==> config.mk <==
export PLATFORM = sky130hd
export DESIGN_NAME = gwss_fifo
export DESIGN_NICKNAME = d
export VERILOG_FILES = /design/src/rtl/core/gwss_pkg.sv /design/src/rtl/core/gwss_fifo.sv
export SDC_FILE = /design/constraint.sdc
export NUM_CORES = 1
export LEC_CHECK = 0
export BUFFER_PORTS_ARGS = -buffer_cell sky130_fd_sc_hd__clkbuf_2
export CELL_PAD_IN_SITES_DETAIL_PLACEMENT = 0
export CELL_PAD_IN_SITES_GLOBAL_PLACEMENT = 1
export CORE_UTILIZATION = 45
export DETAILED_ROUTE_END_ITERATION = 7
export GPL_TIMING_DRIVEN = 0
export PLACE_DENSITY = 0.69
export SYNTH_ARGS = -nofsm -noshare
export SYNTH_HDL_FRONTEND = slang
export SYNTH_SLANG_ARGS = --single-unit
==> constraint.sdc <==
create_clock -name clk -period 2.9 [get_ports clk]
set_input_delay 0.725 -clock clk [delete_from_list [all_inputs] [get_ports clk]]
set_output_delay 0.725 -clock clk [all_outputs]
set_load 0.03 [all_outputs]
==> src/rtl/core/gwss_pkg.sv <==
`default_nettype none
package gwss_pkg;

	localparam int SAMPLE_W   = 14;
	localparam int START_W    = 12;
	localparam int GATE_W     = 11;
	localparam int RLEN_W     = 13;
	localparam int EVCNT_W    = 11;
	localparam int IDX_W      = 12;
	localparam int REC_W      = 10;
	localparam int ACC_W      = 24;
	localparam int SUM_W      = 34;
	localparam int SQ_W       = 47;
	localparam int TSQ_W      = 57;
	localparam int PROD_W     = 68;
	localparam int VAR_SHIFT  = 16;
	localparam int MEAN_SHIFT = 8;
	localparam int DIVD_W     = PROD_W + VAR_SHIFT;
	localparam int DIVS_W     = 20;
	localparam int QUO_W      = 64;
	localparam int STAT_W     = 32;
	localparam int CHUNK_W    = 32;
	localparam int CFG_IDX_W  = 2;
	localparam int CFG_DATA_W = 13;
	localparam int FIFO_DEPTH = 4;

	localparam int MAX_RECORD = 4096;
	localparam int MAX_EVENTS = 1024;
	localparam int MIN_EVENTS = 2;

	localparam int GATE_RST  = 150;
	localparam int RLEN_RST  = 2692;
	localparam int EVCNT_RST = 1000;

	typedef enum logic [CFG_IDX_W-1:0] {
		REG_GATE_LENGTH   = 2'd0,
		REG_RECORD_LENGTH = 2'd1,
		REG_EVENT_COUNT   = 2'd2
	} cfg_reg_t;

	// effective settings seen by the datapath (record length and event count clamped)
	typedef struct packed {
		logic [GATE_W-1:0]  gate_length;
		logic [RLEN_W-1:0]  record_length;
		logic [EVCNT_W-1:0] event_count;
	} cfg_t;

	typedef struct packed {
		logic signed [ACC_W-1:0] event_sum;
		logic [REC_W-1:0]        event_number;
		logic                    last;
	} rec_t;

	function automatic logic [RLEN_W-1:0] rec_len_eff(input logic [RLEN_W-1:0] v);
		logic [RLEN_W-1:0] r;
		r = v;
		if (v == '0) begin
			r = RLEN_W'(1);
		end else if (v > RLEN_W'(MAX_RECORD)) begin
			r = RLEN_W'(MAX_RECORD);
		end
		return r;
	endfunction

	function automatic logic [EVCNT_W-1:0] ev_cnt_eff(input logic [EVCNT_W-1:0] v);
		logic [EVCNT_W-1:0] r;
		r = v;
		if (v < EVCNT_W'(MIN_EVENTS)) begin
			r = EVCNT_W'(MIN_EVENTS);
		end else if (v > EVCNT_W'(MAX_EVENTS)) begin
			r = EVCNT_W'(MAX_EVENTS);
		end
		return r;
	endfunction

endpackage
`default_nettype wire

==> src/rtl/core/gwss_fifo.sv <==
`default_nettype none
module gwss_fifo (
	input  wire logic           clk,
	input  wire logic           arst_n,
	input  wire gwss_pkg::rec_t push_data,
	input  wire logic           push_valid,
	output logic                push_ready,
	output gwss_pkg::rec_t      pop_data,
	output logic                pop_valid,
	input  wire logic           pop_ready
);

	localparam int PTR_W = $clog2(gwss_pkg::FIFO_DEPTH);

	gwss_pkg::rec_t     slot_q [gwss_pkg::FIFO_DEPTH];
	logic [PTR_W-1:0]   wr_q;
	logic [PTR_W-1:0]   rd_q;
	logic [PTR_W:0]     cnt_q;
	logic               do_push;
	logic               do_pop;

	assign push_ready = cnt_q != (PTR_W + 1)'(gwss_pkg::FIFO_DEPTH);
	assign pop_valid  = cnt_q != '0;
	assign pop_data   = slot_q[rd_q];
	assign do_push    = push_valid && push_ready;
	assign do_pop     = pop_valid && pop_ready;

	always_ff @(posedge clk) begin
		if (do_push) begin
			slot_q[wr_q] <= push_data;
		end
	end

	always_ff @(posedge clk or negedge arst_n) begin
		if (!arst_n) begin
			wr_q  <= '0;
			rd_q  <= '0;
			cnt_q <= '0;
		end else begin
			if (do_push) begin
				wr_q <= wr_q + PTR_W'(1);
			end
			if (do_pop) begin
				rd_q <= rd_q + PTR_W'(1);
			end
			if (do_push && !do_pop) begin
				cnt_q <= cnt_q + (PTR_W + 1)'(1);
			end else if (do_pop && !do_push) begin
				cnt_q <= cnt_q - (PTR_W + 1)'(1);
			end
		end
	end

endmodule
`default_nettype wire

==> results of run 1 <==
[metal layers]
metal | part of all wire | GRT usage | vias to the layer above
met3 | 0.043 | 0.0536 | 15
met5 | 0 | 0 | -
met1 | 0.44 | 0.193 | 1287
met4 | 0.021 | 0.0853 | 0
met2 | 0.50 | 0.258 | 67
li1 | - | - | 1123
[sequential cells by signal, indices dropped and copies added, names as in the netlist]
register  flops
wr_q          2
slot_q      140
cnt_q         3
rd_q          2
[critical path, stage by stage (launching register included)]
cell	delay [ps]
dfrtp_1	340
buf_6	200
buf_12	180
mux4_2	520
clkbuf_2	200
[worst paths after layout]
path / start / endpoint / slack, ps
max: rd_q[0]$_DFFE_PN0P_ / pop_data[29] / 300
max in group asynchronous: arst_n / wr_q[0]$_DFFE_PN0P_ / 2580
min: arst_n / cnt_q[2]$_DFFE_PN0P_ / 140
min reg2reg: cnt_q[2]$_DFFE_PN0P_ / cnt_q[2]$_DFFE_PN0P_ / 530
min in group clk: push_data[31] / slot_q[0][31]$_DFFE_PP_ / 520
max reg2reg: cnt_q[1]$_DFFE_PN0P_ / cnt_q[2]$_DFFE_PN0P_ / 750
[cells in the mapped netlist, drive strengths merged, types with 2 or more instances]
| library cell | n |
|---|---|
| edfxtp | 140 |
| ha | 5 |
| buf | 8 |
| inv | 3 |
| nand2 | 2 |
| dfrtp | 7 |
| mux4 | 35 |
| and2 | 4 |
| mux2 | 2 |
| xnor2 | 4 |
| xor2 | 2 |
| nor2 | 2 |
[cell families (layout without fill, tap and decap cells)]
family                   count (synthesis)  in the layout  synth area share
flip-flops                             147            147             0.794
multiplexers                            37             37             0.152
buffers and inverters                   11            121            0.0186
AND/OR/NAND/NOR                         10             10           0.00930
adder cells (fa/ha/maj)                  6              6            0.0150
XOR/XNOR                                 6              6           0.00953
AO/OA/AOI/OAI                            1              1           0.00204
[power breakdown]
group,internal (mW),switching (mW)
Clock,1.33,0.777
Combinational,1.01,1.59
Sequential,2.82,0.112
Total,5.16,2.48
[cell type report]
class	instances	area [um^2]
inverters	3	11.3
well taps	147	184
flip-flops and latches	147	4380
clock inverters	13	143
fillers	933	5230
plain buffers	8	91.3
multi-input cells	60	1040
repair buffers	79	455
clock buffers	18	429
[per-stage QoR]
| step | TNS [ps] | setup slack, ps |
|---|---|---|
| after CTS | 0 | 258 |
| after global routing | 0 | 213 |
| after detailed placement | 0 | 514 |
| final | 0 | 303 |
| after floorplan | 0 | 619 |
| after global placement | -35380 | -274 |
==> impl_metrics.csv, run 1 <==
group,metric,value,unit
synth,avgSynthCellArea,25.3,um^2
timing,finalHoldWorstSlack,137,ps
synth,netlist.top_cell.by_area,"edfxtp_1",
synth,synth_ff_type,"edfxtp_1",
floorplan,start_util,0.461,
detailed_routing,wl_per_cell,19.2,um
synth,ys_ff_latch,147,
synth,synth_edf_count,140,
timing,drv_slew,0,
critical_path,reg2reg_depth,8,
clock_tree,clk_root_buffer_cell,"clkbuf_16",
place,dp_hpwl,5630,um
grt,grt_pass1_wl,14200,um
synth,syn-cell-area,5520,um^2
place,placed_cells,444,
clock_tree,post_cts_buffers,0,
detailed_routing,ant_nets,0,
finish,nets,361,
grt,antenna_found_initial,0,
detailed_routing,vias,2492,
timing,post-route-period-util,0.895,
timing,maxSlewHeadroom,0.697,
power_and_ir_drop,p_leak,2.41,nW
critical_path,cp-start-kind,"flip-flop",
place,placement.io_buffers,75,
power_and_ir_drop,fin_total_pwr,7.63,mW
finish,area_growth,22.0,%
critical_path,critPathCaptureType,"output port",
timing,layout_min_cycle_time,2600,ps
grt,grt_overflow,0,
floorplan,coreArea,12000,um^2
synth,syn_inst,218,
run_status,status,"completed",
synth,synth.area.top_cells,"edfxtp_1, mux4_2, mux4_1",
floorplan,io_pins,76,
finish,layout.cells.most_common_list,"edfxtp_1, clkbuf_2, mux4_2, clkbuf_16",
clock_tree,clk_path_buf_depth,2,
clock_tree,numCtsBuffers,17,
synth,yosys_warnings,0,
flow_run,cap_violations,0,
timing,hold_viol_final,0,
floorplan,rows,40,
clock_tree,htreeDepth,4,
critical_path,crit_type,"reg -> out",
detailed_routing,viasPerCell,5.25,
critical_path,timing.critical_path.fanout_max,10,
floorplan,die_h,113,um
timing,finClkSkew,6.72,ps
critical_path,critPathRequiredTime,2170,ps
place,placed_area,6160,um^2
timing,tightest_slew,455,ps
clock_tree,ctsResizeCount,0,
detailed_routing,dr.pass1.iters,4,
hold_path,min_path_type,"in -> async",
finish,drive_gt1_frac,0.454,
synth,ys_seq_area_frac,0.794,
finish,finalInstanceArea,6730,um^2
synth,synth.net_count,263,
floorplan,die_w,113,um
critical_path,worstPathArrival,1870,ps
clock_tree,clkSlewWorstSetupHoldPaths,60,ps
timing,setup_viol_count_final,0,
timing,grt_setup_unrepaired,"no",
clock_tree,clk_latency,420,ps
clock_tree,hold_buffers,0,
floorplan,dieArea,12700,um^2
detailed_routing,postRouteWirelength,9120,um
grt,grtUsageTotal,0.161,
finish,post-route-util,0.563,
synth,synth_top_area_frac,0.762,
power_and_ir_drop,p_per_area,1130,nW/um^2
finish,final_common_cell,"edfxtp_1",
clock_tree,numClockSinks,147,
grt,grt_pass1_vias,2657,
timing,max_freq,0.385,GHz
finish,antenna_cells,0,
synth,synthArstFlopShare,0.0476,
place,gp_congestion,0.636,
grt,grt_max_degree,25,
detailed_routing,drc,0,
clock_tree,cts_tree,"yes",
power_and_ir_drop,peakVddDrop,0.468,mV
synth,yosys.cell_types.count,19,
finish,instances_no_fill,475,
detailed_routing,initialDrtViolationCount,111,
No activity file was read; power rests on OpenSTA's default activity.
==> run 2: changes to the inputs <==
- CORE_UTILIZATION: 45 -> 25
- PLACE_DENSITY: 0.69 -> 0.42
==> run 2 against run 1 <==
Total power grew 0.75%. Sequential share of layout area down 1.5 points. Register-to-register slack hardly changed. First-iteration DRC count decreased by 34%. Clock power is essentially flat. Worst hold slack improved by 13 ps. Die area grew 78%. Non-clock buffer count unchanged. Global-route usage decreased by 5.6 points. Maximum frequency down 2.1%. Sequential cell count unchanged. Critical path type unchanged. Highest routed layer unchanged.
==> impl_metrics.csv, run 2 (same netlist as run 1, synthesis figures left out) <==
group,metric,value,unit
clock_tree,clk_path_buf_depth,2,
clock_tree,clk_root_buffer_cell,"clkbuf_16",
clock_tree,numCtsBuffers,17,
finish,finalInstanceArea,6890,um^2
clock_tree,htreeDepth,4,
clock_tree,post_cts_buffers,0,
finish,drive_gt1_frac,0.468,
critical_path,reg2reg_depth,8,
finish,regMostFlops,"slot_q",
timing,layout_min_cycle_time,2650,ps
power_and_ir_drop,peakVddDrop,0.327,mV
clock_tree,clk_latency,410,ps
timing,post-route-period-util,0.915,
floorplan,rows,53,
finish,post-route-util,0.323,
grt,grt_pass1_vias,2743,
critical_path,crit_buf_inv,3,
timing,maxSlewHeadroom,0.619,
detailed_routing,ant_nets,0,
finish,final_common_cell,"edfxtp_1",
critical_path,timing.critical_path.fanout_max,10,
power_and_ir_drop,p_leak,2.39,nW
timing,finClkSkew,6.01,ps
critical_path,cp_cell_sequence,"buf_2, buf_2, mux4_2, clkbuf_2",
timing,tightest_slew,572,ps
timing,max_freq,0.377,GHz
detailed_routing,dr.pass1.iters,4,
timing,hold_viol_final,0,
floorplan,die_w,151,um
clock_tree,numClockSinks,147,
grt,grt_overflow,0,
place,placed_area,6320,um^2
detailed_routing,initialDrtViolationCount,73,
finish,layout.cells.most_common_list,"edfxtp_1, clkbuf_2, mux4_2, clkbuf_16",
grt,grt_max_degree,26,
place,dp_hpwl,6790,um
power_and_ir_drop,fin_total_pwr,7.69,mW
critical_path,cp.depth,4,
timing,drv_slew,0,
critical_path,critPathRequiredTime,2170,ps
place,gp_congestion,0.652,
clock_tree,ctsResizeCount,0,
detailed_routing,wl_per_cell,18.1,um
finish,antenna_cells,0,
clock_tree,clkSlewWorstSetupHoldPaths,60,ps
run_status,status,"completed",
floorplan,start_util,0.258,
power_and_ir_drop,p_per_area,1120,nW/um^2
floorplan,die_h,151,um
critical_path,cp-start-kind,"flip-flop",
finish,fill_cells,2073,
floorplan,dieArea,22700,um^2
detailed_routing,drc,0,
timing,tns,0,ps
critical_path,worstPathArrival,1930,ps
place,placement.io_buffers,75,
timing,grt_setup_unrepaired,"no",
timing,setup_viol_count_final,0,
floorplan,io_pins,76,
finish,reg_top3,"slot_q: 140 flops, cnt_q: 3 flops",
detailed_routing,postRouteWirelength,10900,um
grt,antenna_found_initial,0,
hold_path,min_path_type,"in -> async",
critical_path,crit_slowest_cell,"mux4_2",
clock_tree,cts_tree,"yes",
detailed_routing,viasPerCell,4.08,
finish,nets,361,
critical_path,critical_path.top_delay_family,"buffers and inverters",
grt,grt_pass1_wl,16400,um
flow_run,cap_violations,0,
critical_path,critPathCaptureType,"output port",
grt,grtUsageTotal,0.105,
critical_path,cpPeakStageDelay,390,ps
clock_tree,hold_buffers,0,
finish,area_growth,24.9,%
critical_path,r2r_slack,760,ps
finish,largest_register_ffs,140,
floorplan,coreArea,21400,um^2
critical_path,crit_type,"reg -> out",
critical_path,crit_top_cell,"buf_2",
detailed_routing,vias,2466,
==> run 2: cell types whose count changed in the layout (fill, tap and decap cells not counted), sizes merged <==
cell,previous run,this run
inv,3,11
clkinv,9,2
clkinvlp,1,4
bufinv,3,1
clkbuf,93,92
==> run 2: metrics by stage <==
stage,hold WS [ps],worst slack [ps],std cells
2_1_floorplan,429,619,218
3_3_place_gp,519,-474,568
3_5_place_dp,527,532,572
4_1_cts,135,170,604
5_1_grt,138,133,604
6_report,151,247,604
==> run 2: routing by layer <==
layer  global-route usage  vias to the layer above  part of all wire
met5                    0                        -                 0
met1                0.130                     1276              0.45
met3               0.0364                       11             0.052
li1                     -                     1121                 -
met4               0.0394                        0             0.014
met2                0.169                       58              0.48
==> run 2: cell type report <==
| class | count | area [um^2] | share of cell area |
|---|---|---|---|
| multi-input cells | 60 | 1040 | 0.151 |
| flip-flops and latches | 147 | 4380 | 0.635 |
| clock buffers | 17 | 425 | 0.0617 |
| clock inverters | 15 | 146 | 0.0212 |
| plain buffers | 8 | 91.3 | 0.0133 |
| well taps | 275 | 344 | 0.0499 |
| inverters | 3 | 11.3 | 0.00163 |
| repair buffers | 79 | 455 | 0.0661 |
==> run 2: path summary, 6_finish.rpt <==
kind | start | endpoint
max in group asynchronous | arst_n | wr_q[0]$_DFFE_PN0P_
worst min-delay path | arst_n | cnt_q[0]$_DFFE_PN0P_
worst min register to register | cnt_q[2]$_DFFE_PN0P_ | cnt_q[2]$_DFFE_PN0P_
worst max register to register | cnt_q[1]$_DFFE_PN0P_ | cnt_q[2]$_DFFE_PN0P_
min in group clk | push_data[13] | slot_q[0][13]$_DFFE_PP_
worst max-delay path | rd_q[1]$_DFFE_PN0P_ | pop_data[5]
==> run 2: report_power, final <==
group          total [mW]  internal (mW)  switching (mW)
sequential           2.92           2.81           0.108
clock                2.10           1.20           0.899
combinational        2.67           1.01            1.66
total                7.69           5.03            2.66
