**src/rtl/core/gwss_pkg.sv**
```systemverilog
`default_nettype none
package gwss_pkg;

	localparam int SAMPLE_W   = 14;
	localparam int START_W    = 12;
	localparam int GATE_W     = 11;
	localparam int RLEN_W     = 13;
	localparam int EVCNT_W    = 11;
	localparam int IDX_W      = 12;
	localparam int REC_W      = 10;
	localparam int ACC_W      = 24;
	localparam int SUM_W      = 34;
	localparam int SQ_W       = 47;
	localparam int TSQ_W      = 57;
	localparam int PROD_W     = 68;
	localparam int VAR_SHIFT  = 16;
	localparam int MEAN_SHIFT = 8;
	localparam int DIVD_W     = PROD_W + VAR_SHIFT;
	localparam int DIVS_W     = 20;
	localparam int QUO_W      = 64;
	localparam int STAT_W     = 32;
	localparam int CHUNK_W    = 32;
	localparam int CFG_IDX_W  = 2;
	localparam int CFG_DATA_W = 13;
	localparam int FIFO_DEPTH = 4;

	localparam int MAX_RECORD = 4096;
	localparam int MAX_EVENTS = 1024;
	localparam int MIN_EVENTS = 2;

	localparam int GATE_RST  = 150;
	localparam int RLEN_RST  = 2692;
	localparam int EVCNT_RST = 1000;

	typedef enum logic [CFG_IDX_W-1:0] {
		REG_GATE_LENGTH   = 2'd0,
		REG_RECORD_LENGTH = 2'd1,
		REG_EVENT_COUNT   = 2'd2
	} cfg_reg_t;

	// effective settings seen by the datapath (record length and event count clamped)
	typedef struct packed {
		logic [GATE_W-1:0]  gate_length;
		logic [RLEN_W-1:0]  record_length;
		logic [EVCNT_W-1:0] event_count;
	} cfg_t;

	typedef struct packed {
		logic signed [ACC_W-1:0] event_sum;
		logic [REC_W-1:0]        event_number;
		logic                    last;
	} rec_t;

	function automatic logic [RLEN_W-1:0] rec_len_eff(input logic [RLEN_W-1:0] v);
		logic [RLEN_W-1:0] r;
		r = v;
		if (v == '0) begin
			r = RLEN_W'(1);
		end else if (v > RLEN_W'(MAX_RECORD)) begin
			r = RLEN_W'(MAX_RECORD);
		end
		return r;
	endfunction

	function automatic logic [EVCNT_W-1:0] ev_cnt_eff(input logic [EVCNT_W-1:0] v);
		logic [EVCNT_W-1:0] r;
		r = v;
		if (v < EVCNT_W'(MIN_EVENTS)) begin
			r = EVCNT_W'(MIN_EVENTS);
		end else if (v > EVCNT_W'(MAX_EVENTS)) begin
			r = EVCNT_W'(MAX_EVENTS);
		end
		return r;
	endfunction

endpackage
`default_nettype wire

```
**src/rtl/core/gwss_in_if.sv**
```systemverilog
`default_nettype none
interface gwss_in_if;
	logic                                  valid;
	logic                                  ready;
	logic signed [gwss_pkg::SAMPLE_W-1:0]  sample;
	logic [gwss_pkg::START_W-1:0]          window_start;

	modport source(output valid, sample, window_start, input ready);
	modport sink(input valid, sample, window_start, output ready);
endinterface
`default_nettype wire

```
**src/rtl/core/gwss_front.sv**
```systemverilog
`default_nettype none
module gwss_front (
	input  wire logic           clk,
	input  wire logic           arst_n,
	input  wire gwss_pkg::cfg_t cfg,
	gwss_in_if.sink             smp,
	output gwss_pkg::rec_t      push_data,
	output logic                push_valid,
	input  wire logic           push_ready
);

	localparam int SW = gwss_pkg::ACC_W + 1;
	localparam logic signed [SW-1:0] SAT_HI = SW'((2 ** (gwss_pkg::ACC_W - 1)) - 1);
	localparam logic signed [SW-1:0] SAT_LO = -SW'(2 ** (gwss_pkg::ACC_W - 1));

	logic [gwss_pkg::IDX_W-1:0]          idx_q;
	logic [gwss_pkg::START_W-1:0]        start_q;
	logic signed [gwss_pkg::ACC_W-1:0]   acc_q;
	logic [gwss_pkg::REC_W-1:0]          rec_q;

	logic                                accept;
	logic [gwss_pkg::START_W-1:0]        start_eff;
	logic                                in_gate;
	logic signed [SW-1:0]                sum;
	logic signed [gwss_pkg::ACC_W-1:0]   sat;
	logic signed [gwss_pkg::ACC_W-1:0]   acc_next;
	logic                                rec_end;
	logic                                last;

	assign smp.ready = push_ready;
	assign accept    = smp.valid && push_ready;

	always_comb begin
		start_eff = (idx_q == '0) ? smp.window_start : start_q;
		in_gate   = (idx_q >= start_eff) &&
			((idx_q - start_eff) < gwss_pkg::IDX_W'(cfg.gate_length));
		sum = SW'(acc_q) + SW'(smp.sample);
		if (sum > SAT_HI) begin
			sat = SAT_HI[gwss_pkg::ACC_W-1:0];
		end else if (sum < SAT_LO) begin
			sat = SAT_LO[gwss_pkg::ACC_W-1:0];
		end else begin
			sat = sum[gwss_pkg::ACC_W-1:0];
		end
		acc_next = in_gate ? sat : acc_q;
		rec_end  = (gwss_pkg::RLEN_W'(idx_q) + gwss_pkg::RLEN_W'(1)) >= cfg.record_length;
		last     = (gwss_pkg::EVCNT_W'(rec_q) + gwss_pkg::EVCNT_W'(1)) >= cfg.event_count;
	end

	assign push_valid             = accept && rec_end;
	assign push_data.event_sum    = acc_next;
	assign push_data.event_number = rec_q;
	assign push_data.last         = last;

	always_ff @(posedge clk or negedge arst_n) begin
		if (!arst_n) begin
			idx_q   <= '0;
			start_q <= '0;
			acc_q   <= '0;
			rec_q   <= '0;
		end else if (accept) begin
			start_q <= start_eff;
			if (rec_end) begin
				idx_q <= '0;
				acc_q <= '0;
				rec_q <= last ? '0 : rec_q + gwss_pkg::REC_W'(1);
			end else begin
				idx_q <= idx_q + gwss_pkg::IDX_W'(1);
				acc_q <= acc_next;
			end
		end
	end

endmodule
`default_nettype wire

```
**src/flat_wrapper.sv**
```systemverilog
// flat-port wrapper written by rule: the top's interface ports become plain ports
module gwss_front_flat 
  (clk, arst_n, cfg, push_data, push_valid, push_ready, smp_valid, smp_sample, smp_window_start, smp_ready);
  gwss_in_if smp_i ();
  input  wire logic clk;
  input  wire logic arst_n;
  input  wire gwss_pkg::cfg_t cfg;
  output gwss_pkg::rec_t push_data;
  output logic push_valid;
  input  wire logic push_ready;
  input wire logic [$bits(smp_i.valid)-1:0] smp_valid;
  input wire logic [$bits(smp_i.sample)-1:0] smp_sample;
  input wire logic [$bits(smp_i.window_start)-1:0] smp_window_start;
  output wire logic [$bits(smp_i.ready)-1:0] smp_ready;
  assign smp_i.valid = smp_valid;
  assign smp_i.sample = smp_sample;
  assign smp_i.window_start = smp_window_start;
  assign smp_ready = smp_i.ready;
  gwss_front u_core (.clk(clk), .arst_n(arst_n), .cfg(cfg), .smp(smp_i), .push_data(push_data), .push_valid(push_valid), .push_ready(push_ready));
endmodule
```
**config.mk**
```make
export PLATFORM = sky130hd
export DESIGN_NAME = gwss_front_flat
export DESIGN_NICKNAME = d
export VERILOG_FILES = /design/src/rtl/core/gwss_pkg.sv /design/src/rtl/core/gwss_in_if.sv /design/src/rtl/core/gwss_front.sv /design/src/flat_wrapper.sv
export SDC_FILE = /design/constraint.sdc
export NUM_CORES = 1
export LEC_CHECK = 0
export ABC_AREA = 0
export BUFFER_PORTS_ARGS = -buffer_cell sky130_fd_sc_hd__buf_2
export CAP_MARGIN = 20
export CORE_ASPECT_RATIO = 0.7
export CORE_MARGIN = 10
export CORE_UTILIZATION = 44
export DETAILED_ROUTE_END_ITERATION = 8
export MAX_ROUTING_LAYER = met4
export PLACE_DENSITY = 0.65
export SYNTH_ARGS = -nofsm -noshare
export SYNTH_HDL_FRONTEND = slang
export SYNTH_SLANG_ARGS = --single-unit
```
**constraint.sdc**
```tcl
create_clock -name clk -period 12.6 [get_ports clk]
set_input_delay 1.26 -clock clk [delete_from_list [all_inputs] [get_ports clk]]
set_output_delay 1.26 -clock clk [all_outputs]
set_load 0.02 [all_outputs]
```
==> flow_summary_export.csv, run 1 <==
group,metric,value,unit
sta,tightestPinTransition,1.06,ns
power_and_ir_drop,combPwrFrac,62.7,%
yosys,synth_area_per_cell,8.29,sq um
yosys,syn_area,5810,sq um
sta,finClkSkew,0.00384,ns
die,row_count,35,
critical_path,crit_fanout,42,
critical_path,worst_path_most_repeated_cell,"ha_1",
cts,clkSinkCount,58,
critical_path,end_kind,"primary output",
cts,cts_tree,"done",
die,initial_core_util,44.5,%
cts,ctsResizeCount,0,
routing,drt_wl_total,16100,um
power_and_ir_drop,sw_frac_of_total,46.7,%
yosys,yosys.area.top_type,"dfrtp_1",
routing,wl_per_cell,16.9,um
die,dieWidth,157,um
run_status,status,"finished, final reports clean",
sta,slew_violations,0,
die,die_area,18300,sq um
yosys,synthCells,701,
routing,drcViolationCount,0,
sta,layout_setup_ws,4.70,ns
critical_path,required,11.34,ns
cts,clock_latency,0.32,ns
worst_hold_path,min_path_type,"flip-flop to flip-flop",
placement,preCtsSetupSlack,5.04,ns
global_routing,antenna_found_initial,1,
cts,cts_buffer_depth,2,
critical_path,crit_family,"compound AO/OA/AOI/OAI gates",
power_and_ir_drop,leakagePower,3.39,nW
cts,cts_setup_buffers,0,
cts,cts_inserted_buffers,9,
critical_path,crit_path_cell_trace,"inv_1 -> ha_1 -> nor4b_2 -> and4_1 -> mux2_2 -> ha_1 -> fa_1 -> o21ai_0 -> o211ai_1 -> maj3_2 -> o2bb2a_1 -> a211oi_1 -> a21o_1 -> a21oi_1 -> xnor2_1 -> ha_1 -> a211oi_1 -> o2111ai_2 -> buf_4 -> or2_2 -> o21ai_0 -> buf_2",
sta,max_freq,0.127,GHz
power_and_ir_drop,pwr-share-clk,15.9,%
power_and_ir_drop,p_int,728,uW
global_routing,grt.total_usage,18.4,%
placement,port_buffers,101,
sta,rsz0062_at_grt,"false",
cts,postCtsHoldBufs,0,
yosys,synthesis.nets,839,
yosys,synth_edf_count,0,
sta,hold_ws,0.506,ns
global_routing,gr-usage-met3,3.42,%
die,die_h,116,um
critical_path,cp_slowest_stage_delay,0.70,ns
global_routing,overflow,0,
job,max-cap-violations,0,
power_and_ir_drop,powerDensity,205,nW/um^2
routing,ant_nets,0,
placement,place.gp.congestion,0.960,
power_and_ir_drop,pwr-share-seq,21.4,%
critical_path,criticalPathCategory,"flip-flop to primary output",
sta,slew_headroom,29.5,%
cts,cts_root_buf,"clkbuf_16",
global_routing,grt_max_degree,59,
routing,num_vias,5355,
placement,hpwl,12400,um
yosys,synth_ff_type,"dfrtp_1",
yosys,synth_top_area_share,25.0,%
yosys,synth.area.top_cells,"dfrtp_1, ha_1, nand2_1, o21ai_0, xnor2_1",
routing,drt_iter0_drc,350,
sta,fin_setup_tns,0,ns
power_and_ir_drop,p_switching,638,uW
global_routing,grt_pass1_wl,26700,um
global_routing,grt_pass1_vias,5274,
critical_path,arrival,6.64,ns
global_routing,grtUsageMet2,25.6,%
yosys,ys_seq_elements,58,
layout,area_growth,14.6,%
sta,hold_viol_final,0,
layout,drive_above_1_share,18.4,%
layout,final_nets,925,
sta,fin_crit_sh,62.7,%
yosys,synth_warnings,0,
yosys,synthArstFlopShare,100,%
global_routing,top_usage_layer,"met1",
critical_path,cp-start-kind,"flip-flop",
layout,multi_input_area,4020,sq um
routing,vias_per_cell,5.61,
die,io_pins,102,
yosys,seq_area_frac_synth,25.0,%
cts,clk_pin_slew,0.05,ns
layout,nFillCells,1283,
power_and_ir_drop,irDropWorstVdd,93.1,uV
sta,fin_crit,7.90,ns
critical_path,critical_path_buf_inv_count,3,
layout,regArea,1450,sq um
sta,setup_viol,0,
routing,drtPass1Iterations,5,
yosys,ys_types,63,
global_routing,grt.met1_usage,26.7,%
die,fp.coreArea,13100,sq um
critical_path,slowest_stage,"and4_1",
cts,cts_max_level,3,
## flip-flops by register name (all words and copies together), names as in the netlist, named ones only
name,cells
u_core.rec_q,10
u_core.acc_q,24
u_core.start_q,11
u_core.idx_q,12
## cell usage after synthesis (all sizes together), types with 9 or more instances
| cell | instances |
|---|---|
| o31ai | 14 |
| ha | 71 |
| dfrtp | 58 |
| nor3 | 14 |
| buf | 10 |
| o2bb2ai | 21 |
| a21o | 21 |
| o21ai | 58 |
| nand2 | 78 |
| a211oi | 9 |
| mux2 | 15 |
| clkbuf | 20 |
| nor2b | 11 |
| xor2 | 21 |
| nand3 | 22 |
| inv | 50 |
| mux2i | 9 |
| a21oi | 31 |
| xnor2 | 29 |
| nor2 | 54 |
## layout make-up
type | count | area share [%]
flip-flops and latches | 58 | 21.8
well taps | 166 | 3.12
inverters | 51 | 2.88
multi-input cells | 562 | 60.4
clock buffers | 11 | 3.65
repair buffers | 105 | 8.04
diodes | 1 | 0.0376
clock inverters | 1 | 0.0752
## cell families after synthesis
family / Yosys count / synth area share [%]
and+or+nand+nor: 209 / 16.5
AOI/OAI and AO/OA: 205 / 24.4
buffers and inverters: 81 / 5.77
adders and majority gates: 74 / 16.2
DFF: 58 / 25.0
xor gates and xnor gates: 50 / 7.67
muxes: 24 / 4.46
## stage by stage
step | utilization [%] | cells | cell area [sq um] | power, mW
finish | 51.0 | 955 | 6660 | 1.37
global placement | 49.1 | 942 | 6410 | 1.13
floorplan | - | 701 | 5810 | 0.940
global route | 51.0 | 955 | 6660 | 1.49
detailed placement | 49.1 | 942 | 6410 | 1.14
CTS | 51.0 | 954 | 6660 | 1.37
## power groups by stage
| stage | Combinational [mW] | Clock, mW | Sequential (mW) |
|---|---|---|---|
| 2_1_floorplan | 0.665 | 0 | 0.276 |
| 3_3_place_gp | 0.842 | 0 | 0.291 |
| 3_5_place_dp | 0.849 | 0 | 0.293 |
| 4_1_cts | 0.855 | 0.223 | 0.291 |
| 5_1_grt | 0.961 | 0.230 | 0.302 |
| 6_report | 0.856 | 0.217 | 0.293 |
## metal layers
layer	up-vias	wire length, um
met1	2462	8450
li1	2704	-
met2	173	6570
met4	0	228
met5	-	0
met3	16	888
## layout by cell type (no fill, tap or decap), types with 4 or more instances in the layout
master,count
buf_2,101
nand2_1,78
ha_1,71
o21ai_0,58
dfrtp_1,58
nor2_1,53
inv_1,50
a21oi_1,31
xnor2_1,28
nand3_1,22
xor2_1,21
a21o_1,21
o2bb2ai_1,18
mux2_2,15
nor3_1,14
o31ai_1,14
nor2b_1,11
a211oi_1,9
mux2i_1,9
clkbuf_16,9
and3_1,8
o211ai_1,8
nand4_1,8
a22o_1,6
o22ai_1,5
a31oi_1,4
o21bai_1,4
buf_4,4
## worst paths after layout
check | start | end | slack, ns | cells after the start
max | u_core.idx_q[1]$_DFFE_PN0P_ | push_data[23] | 4.70 | 22
max in group asynchronous | arst_n | u_core.rec_q[7]$_DFFE_PN0P_ | 10.95 | 2
max reg2reg | u_core.idx_q[1]$_DFFE_PN0P_ | u_core.acc_q[7]$_DFFE_PN0P_ | 5.91 | 21
min | u_core.start_q[5]$_DFFE_PN0P_ | u_core.start_q[5]$_DFFE_PN0P_ | 0.51 | 1
min in group asynchronous | arst_n | u_core.acc_q[4]$_DFFE_PN0P_ | 1.11 | 2
min reg2reg | u_core.start_q[5]$_DFFE_PN0P_ | u_core.start_q[5]$_DFFE_PN0P_ | 0.51 | 1
Note: power is estimated with default switching activity, not from simulation.
==> run 2, diff against run 1 <==
- ABC_AREA: 0 -> 1
- PLACE_DENSITY: 0.65 -> 0.67
- clock period: 12.6 -> 6.47 ns (I/O delays scaled with it)
==> run 2 against run 1 <==
- global-route usage increased by 0.71 points
- setup slack got worse by 4.1 ns
- combinational power increased to 4.1 times the previous value
- sequential power increased by 110%
- register-to-register slack got worse by 4.2 ns
- critical endpoint is now push_data[28]
- largest power group unchanged
- highest routed layer unchanged
==> flow_summary_export.csv, run 2 <==
group,metric,value,unit
power_and_ir_drop,combPwrFrac,74.5,%
sta,max_freq,0.172,GHz
routing,drt_wl_total,19100,um
routing,num_vias,6537,
power_and_ir_drop,sw_frac_of_total,55.5,%
routing,ant_nets,0,
die,row_count,37,
yosys,synth_ff_type,"dfrtp_1",
sta,layout_setup_ws,0.652,ns
layout,area_growth,15.3,%
critical_path,cp-start-kind,"flip-flop",
sta,fin_crit_sh,89.9,%
yosys,yosys.cell_count.top_type,"nand2_1",
critical_path,required,5.82,ns
cts,cts_max_level,3,
sta,tightestPinTransition,0.796,ns
yosys,synth_commonest_cells,"nand2_1, inv_1, nor2_1",
layout,regMostFlops,"u_core.acc_q",
yosys,synthArstFlopShare,100,%
sta,hold_viol_final,0,
critical_path,crit_fanout,24,
critical_path,timing.rr.start,"u_core.idx_q[1]$_DFFE_PN0P_",
run_status,status,"finished, final reports clean",
sta,slew_violations,0,
yosys,synth_top_area_share,21.8,%
global_routing,grt_max_degree,59,
cts,clk_pin_slew,0.06,ns
yosys,synthesis.nets,1135,
critical_path,end_kind,"primary output",
global_routing,grt_pass1_wl,31700,um
layout,layout_common_cells,"nand2_1, inv_1, buf_2, nor2_1, ha_1",
placement,preCtsSetupSlack,0.882,ns
cts,cts_root_buf,"clkbuf_16",
global_routing,grt.total_usage,19.1,%
yosys,synthCells,997,
job,max-cap-violations,0,
cts,clock_latency,0.34,ns
critical_path,slowest_stage,"dfrtp_1",
sta,setup_viol,0,
global_routing,antenna_found_initial,4,
global_routing,overflow,0,
yosys,synth_area_per_cell,6.67,sq um
sta,finClkSkew,0.00793,ns
routing,vias_per_cell,5.04,
layout,drive_above_1_share,14.6,%
routing,drt_iter0_drc,511,
cts,cts_tree,"done",
placement,port_buffers,101,
yosys,synth.area.top_cells,"dfrtp_1, nand2_1, ha_1, inv_1, nand3_1",
global_routing,grt_pass1_vias,6283,
cts,cts_inserted_buffers,9,
routing,wl_per_cell,14.7,um
yosys,seq_area_frac_synth,21.8,%
placement,hpwl,14900,um
power_and_ir_drop,powerDensity,613,nW/um^2
die,initial_core_util,45.0,%
layout,largest_register_ffs,24,
cts,cts_buffer_depth,2,
die,io_pins,102,
sta,fin_setup_tns,0,ns
die,dieWidth,167,um
placement,place.gp.congestion,0.926,
yosys,syn_area,6650,sq um
sta,rsz0062_at_grt,"false",
die,die_h,123,um
die,fp.coreArea,14800,sq um
layout,final_nets,1230,
die,die_area,20500,sq um
yosys,yosys.area.top_type,"dfrtp_1",
power_and_ir_drop,pwr-share-seq,13.3,%
sta,slew_headroom,46.9,%
critical_path,arrival,5.17,ns
yosys,ys_types,39,
critical_path,startpoint,"u_core.idx_q[1]$_DFFE_PN0P_",
routing,drtPass1Iterations,5,
routing,drcViolationCount,0,
yosys,synth_warnings,0,
layout,final_common_cell,"nand2_1",
yosys,synth_edf_count,0,
critical_path,criticalPathCategory,"flip-flop to primary output",
power_and_ir_drop,p_switching,2.61,mW
cts,clkSinkCount,58,
critical_path,worst_path_most_repeated_cell,"nand2_1",
worst_hold_path,min_path_type,"primary input to async pin",
cts,postCtsHoldBufs,0,
layout,reg.largest.list,"u_core.acc_q: 24 flops, u_core.idx_q: 12 flops, u_core.start_q: 11 flops",
power_and_ir_drop,leakagePower,4.33,nW
power_and_ir_drop,p_int,2.09,mW
critical_path,cp_slowest_stage_delay,0.43,ns
power_and_ir_drop,irDropWorstVdd,498,uV
power_and_ir_drop,pwr-share-clk,12.2,%
sta,fin_crit,5.82,ns
yosys,ys_seq_elements,58,
-- run 2: cell count changes after synthesis, moves of 18 or more --
cell and change:
nor2_1 +27, nand2_4 +21, and2_1 +22, inv_1 +98, nand3_1 +41, xnor2_1 -18, nand4_1 +31, o2bb2ai_1 -18
nand2_1 +187
-- run 2: path summary, 6_finish.rpt --
check | to | slack (ns) | depth (start not counted)
worst max register to register | u_core.acc_q[1]$_DFFE_PN0P_ | 1.69 | 31
worst min-delay path | u_core.rec_q[1]$_DFFE_PN0P_ | 0.48 | 2
worst min register to register | u_core.start_q[7]$_DFFE_PN0P_ | 0.48 | 2
worst max-delay path | push_data[28] | 0.65 | 31
min in group clk | u_core.start_q[7]$_DFFE_PN0P_ | 0.48 | 2
max in group asynchronous | u_core.acc_q[8]$_DFFE_PN0P_ | 5.48 | 2
-- run 2: what timing repair did --
item | CTS | global route
buffers inserted | 0 | 0
hold endpoints to repair | 0 | 0
endpoints found under the setup margin | 0 | 24
resized for setup | 0 | 1
-- run 2: metal layers --
layer	global-route usage [%]	vias to the layer above	wire length, um
met5	-	-	0
met1	28.5	2901	10600
li1	-	3422	-
met4	3.99	0	175
met3	4.89	14	1360
met2	24.6	200	6900
-- run 2: area by class of cell --
cell class | count | area [sq um]
timing repair buffer | 105 | 536
fill | 1544 | 7100
clock inverter | 6 | 115
sequential | 58 | 1450
inverter | 151 | 567
clock buffer | 10 | 229
tap | 195 | 244
antenna | 4 | 10.0
multi-input combinational | 767 | 4510
-- run 2: cell families after synthesis --
kind of cell / synth area share, %
adders and majority gates: 14.0
AOI/OAI and AO/OA: 10.3
buffers and inverters: 10.6
DFF: 21.8
xor gates and xnor gates: 5.66
and+or+nand+nor: 37.6
-- run 2: worst max-delay path, delay by kind of cell (launching register included) --
family	cells	cell delay, ns
simple gates	14	1.36
xor+xnor	1	0.18
buf+inv	7	1.06
fa+ha+maj	3	0.79
flops	1	0.43
compound gates	6	1.01
-- run 2: metrics by stage --
stage / hold WS, ns / instance area [sq um] / utilization, % / instances / total power [mW]
2_1_floorplan: 0.351 / 6650 / - / 997 / 3.29
6_report: 0.476 / 7660 / 51.9 / 1296 / 4.70
5_1_grt: 0.496 / 7660 / 51.9 / 1296 / 5.20
3_3_place_gp: 0.468 / 7290 / 49.4 / 1275 / 4.04
3_5_place_dp: 0.476 / 7290 / 49.4 / 1275 / 4.07
4_1_cts: 0.489 / 7640 / 51.7 / 1291 / 4.67
-- run 2: power groups by stage --
stage | registers, mW | logic [mW] | clock network, mW
after detailed placement | 0.626 | 3.44 | 0
after global routing | 0.646 | 3.96 | 0.597
after global placement | 0.624 | 3.41 | 0
final | 0.625 | 3.50 | 0.573
after CTS | 0.623 | 3.46 | 0.584
after floorplan | 0.616 | 2.67 | 0
==> run 3, diff against run 2 <==
- PLACE_DENSITY: 0.67 -> 0.64
- clock period: 6.47 -> 7 ns (I/O delays scaled with it)
==> run 3 against run 2 <==
- count of clock-buffer cells in the layout up 4
- utilization fell by 0.42 points
- critical path type unchanged
- first-iteration DRC count down 12%
- design area is 0.82% lower
==> flow_summary_export.csv, run 3 (synthesized netlist as in run 2, its figures left out) <==
group,metric,value,unit
power_and_ir_drop,leakagePower,4.31,nW
die,io_pins,102,
global_routing,grt.met1_usage,29.0,%
cts,clock_latency,0.34,ns
die,dieWidth,167,um
routing,drt_iter0_drc,448,
critical_path,cp-start-kind,"flip-flop",
routing,wl_per_cell,14.8,um
sta,tightestPinTransition,0.784,ns
layout,final_util,51.5,%
worst_hold_path,min_path_type,"flip-flop to flip-flop",
cts,ctsResizeCount,0,
die,die_h,123,um
critical_path,slowest_stage,"dfrtp_1",
layout,final_common_cell,"nand2_1",
global_routing,grt_pass1_vias,6306,
critical_path,crit_fanout,25,
routing,ant_nets,0,
routing,num_vias,6534,
routing,drt_wl_total,19200,um
power_and_ir_drop,irDropWorstVdd,347,uV
sta,slew_violations,0,
global_routing,antenna_found_initial,4,
power_and_ir_drop,pwr-share-clk,10.8,%
cts,clkSinkCount,58,
sta,rsz0062_at_grt,"false",
layout,regMostFlops,"u_core.acc_q",
routing,drtPass1Iterations,5,
cts,cts_setup_buffers,0,
sta,fin_setup_tns,0,ns
power_and_ir_drop,p_int,1.87,mW
critical_path,worst_path_most_repeated_cell,"nand2_1",
cts,cts_inserted_buffers,9,
critical_path,required,6.30,ns
sta,setup_viol,0,
sta,fin_crit,6.18,ns
layout,area_growth,14.3,%
global_routing,grtUsageMet2,24.5,%
power_and_ir_drop,sw_frac_of_total,55.9,%
layout,layout_common_cells,"nand2_1, inv_1, buf_2, nor2_1, ha_1",
sta,max_freq,0.162,GHz
cts,cts_buffer_depth,2,
critical_path,arrival,5.48,ns
layout,final-instance-count-excl-fill,1295,
cts,cts_tree,"done",
power_and_ir_drop,p_switching,2.38,mW
cts,cts_max_level,3,
layout,final_nets,1229,
global_routing,overflow,0,
power_and_ir_drop,pwr-share-seq,13.6,%
placement,dp_cells,1275,
layout,drive_above_1_share,14.3,%
layout,reg.largest.list,"u_core.acc_q: 24 flops, u_core.idx_q: 12 flops, u_core.start_q: 11 flops",
die,initial_core_util,45.0,%
power_and_ir_drop,combPwrFrac,75.6,%
placement,place.gp.congestion,0.920,
cts,clk_pin_slew,0.06,ns
layout,multi_input_area,4500,sq um
power_and_ir_drop,power,4.25,mW
cts,postCtsHoldBufs,0,
global_routing,top_usage_layer,"met1",
power_and_ir_drop,powerDensity,559,nW/um^2
sta,hold_viol_final,0,
global_routing,gr-usage-met3,4.92,%
sta,slew_headroom,47.8,%
critical_path,end_kind,"primary output",
die,row_count,37,
die,fp.coreArea,14800,sq um
worst_hold_path,min_path_cells,2,
routing,drcViolationCount,0,
sta,finClkSkew,0.0121,ns
routing,vias_per_cell,5.05,
run_status,status,"finished, final reports clean",
critical_path,cp_slowest_stage_delay,0.42,ns
cts,cts_root_buf,"clkbuf_16",
global_routing,grt.total_usage,19.3,%
global_routing,grt_pass1_wl,31700,um
layout,largest_register_ffs,24,
job,max-cap-violations,0,
global_routing,grt_max_degree,59,
placement,port_buffers,101,
die,die_area,20500,sq um
critical_path,criticalPathCategory,"flip-flop to primary output",
layout,regArea,1450,sq um
critical_path,r2r_cells,32,
layout,nFillCells,1514,
placement,hpwl,15000,um
sta,hold_ws,0.491,ns
sta,fin_crit_sh,88.4,%
-- run 3: changes by cell type in the layout (fill, tap and decap cells not counted), moves of 2 or more --
cell / change
bufinv_16: -2
clkbuf_8: +2
clkinv_4: -2
clkbuf_1: +2
-- run 3: final timing paths --
kind / startpoint / to / slack [ns]
hold reg to reg: u_core.start_q[8]$_DFFE_PN0P_ / u_core.start_q[8]$_DFFE_PN0P_ / 0.49
setup reg to reg: u_core.idx_q[1]$_DFFE_PN0P_ / u_core.acc_q[23]$_DFFE_PN0P_ / 1.92
max in group asynchronous: arst_n / u_core.acc_q[16]$_DFFE_PN0P_ / 5.95
setup / recovery: u_core.idx_q[1]$_DFFE_PN0P_ / push_data[13] / 0.82
hold / removal: u_core.start_q[8]$_DFFE_PN0P_ / u_core.start_q[8]$_DFFE_PN0P_ / 0.49
min in group asynchronous: arst_n / u_core.start_q[11]$_DFFE_PN0P_ / 0.54
-- run 3: routing by layer --
metal | share of wire [%] | up-vias
li1 | - | 3429
met3 | 7.1 | 17
met2 | 36 | 183
met1 | 56 | 2905
met5 | 0 | -
met4 | 1.1 | 0
-- run 3: final cells by class --
class / count / area share [%]
Clock inverter: 2 / 0.461
Inverter: 151 / 7.46
Tap cell: 195 / 3.21
Clock buffer: 14 / 3.47
Timing Repair Buffer: 105 / 7.04
Multi-Input combinational cell: 766 / 59.1
Sequential cell: 58 / 19.1
Antenna cell: 4 / 0.132
-- run 3: critical path, delay by kind of cell (launching register included) --
family                     cells  cell delay, ns
adders and majority gates      3            0.78
and+or+nand+nor               15            1.37
DFF                            1            0.42
xor gates and xnor gates       1            0.17
buffers and inverters          7            1.37
AOI/OAI and AO/OA              6            1.02
-- run 3: power by group through the flow --
stage                     sequential (mW)  combinational [mW]  clock [mW]
final                               0.577                3.21       0.459
after global routing                0.596                3.63       0.482
after CTS                           0.575                3.21       0.470
after detailed placement            0.577                3.19           0
after global placement              0.578                3.15           0
after floorplan                     0.570                2.47           0
-- run 3: per-stage QoR --
step | setup WS, ns | instance area (sq um)
global route | 0.250 | 7600
detailed placement | 1.19 | 7290
CTS | 0.817 | 7590
finish | 0.815 | 7600
floorplan | 2.23 | 6650
global placement | 1.37 | 7290
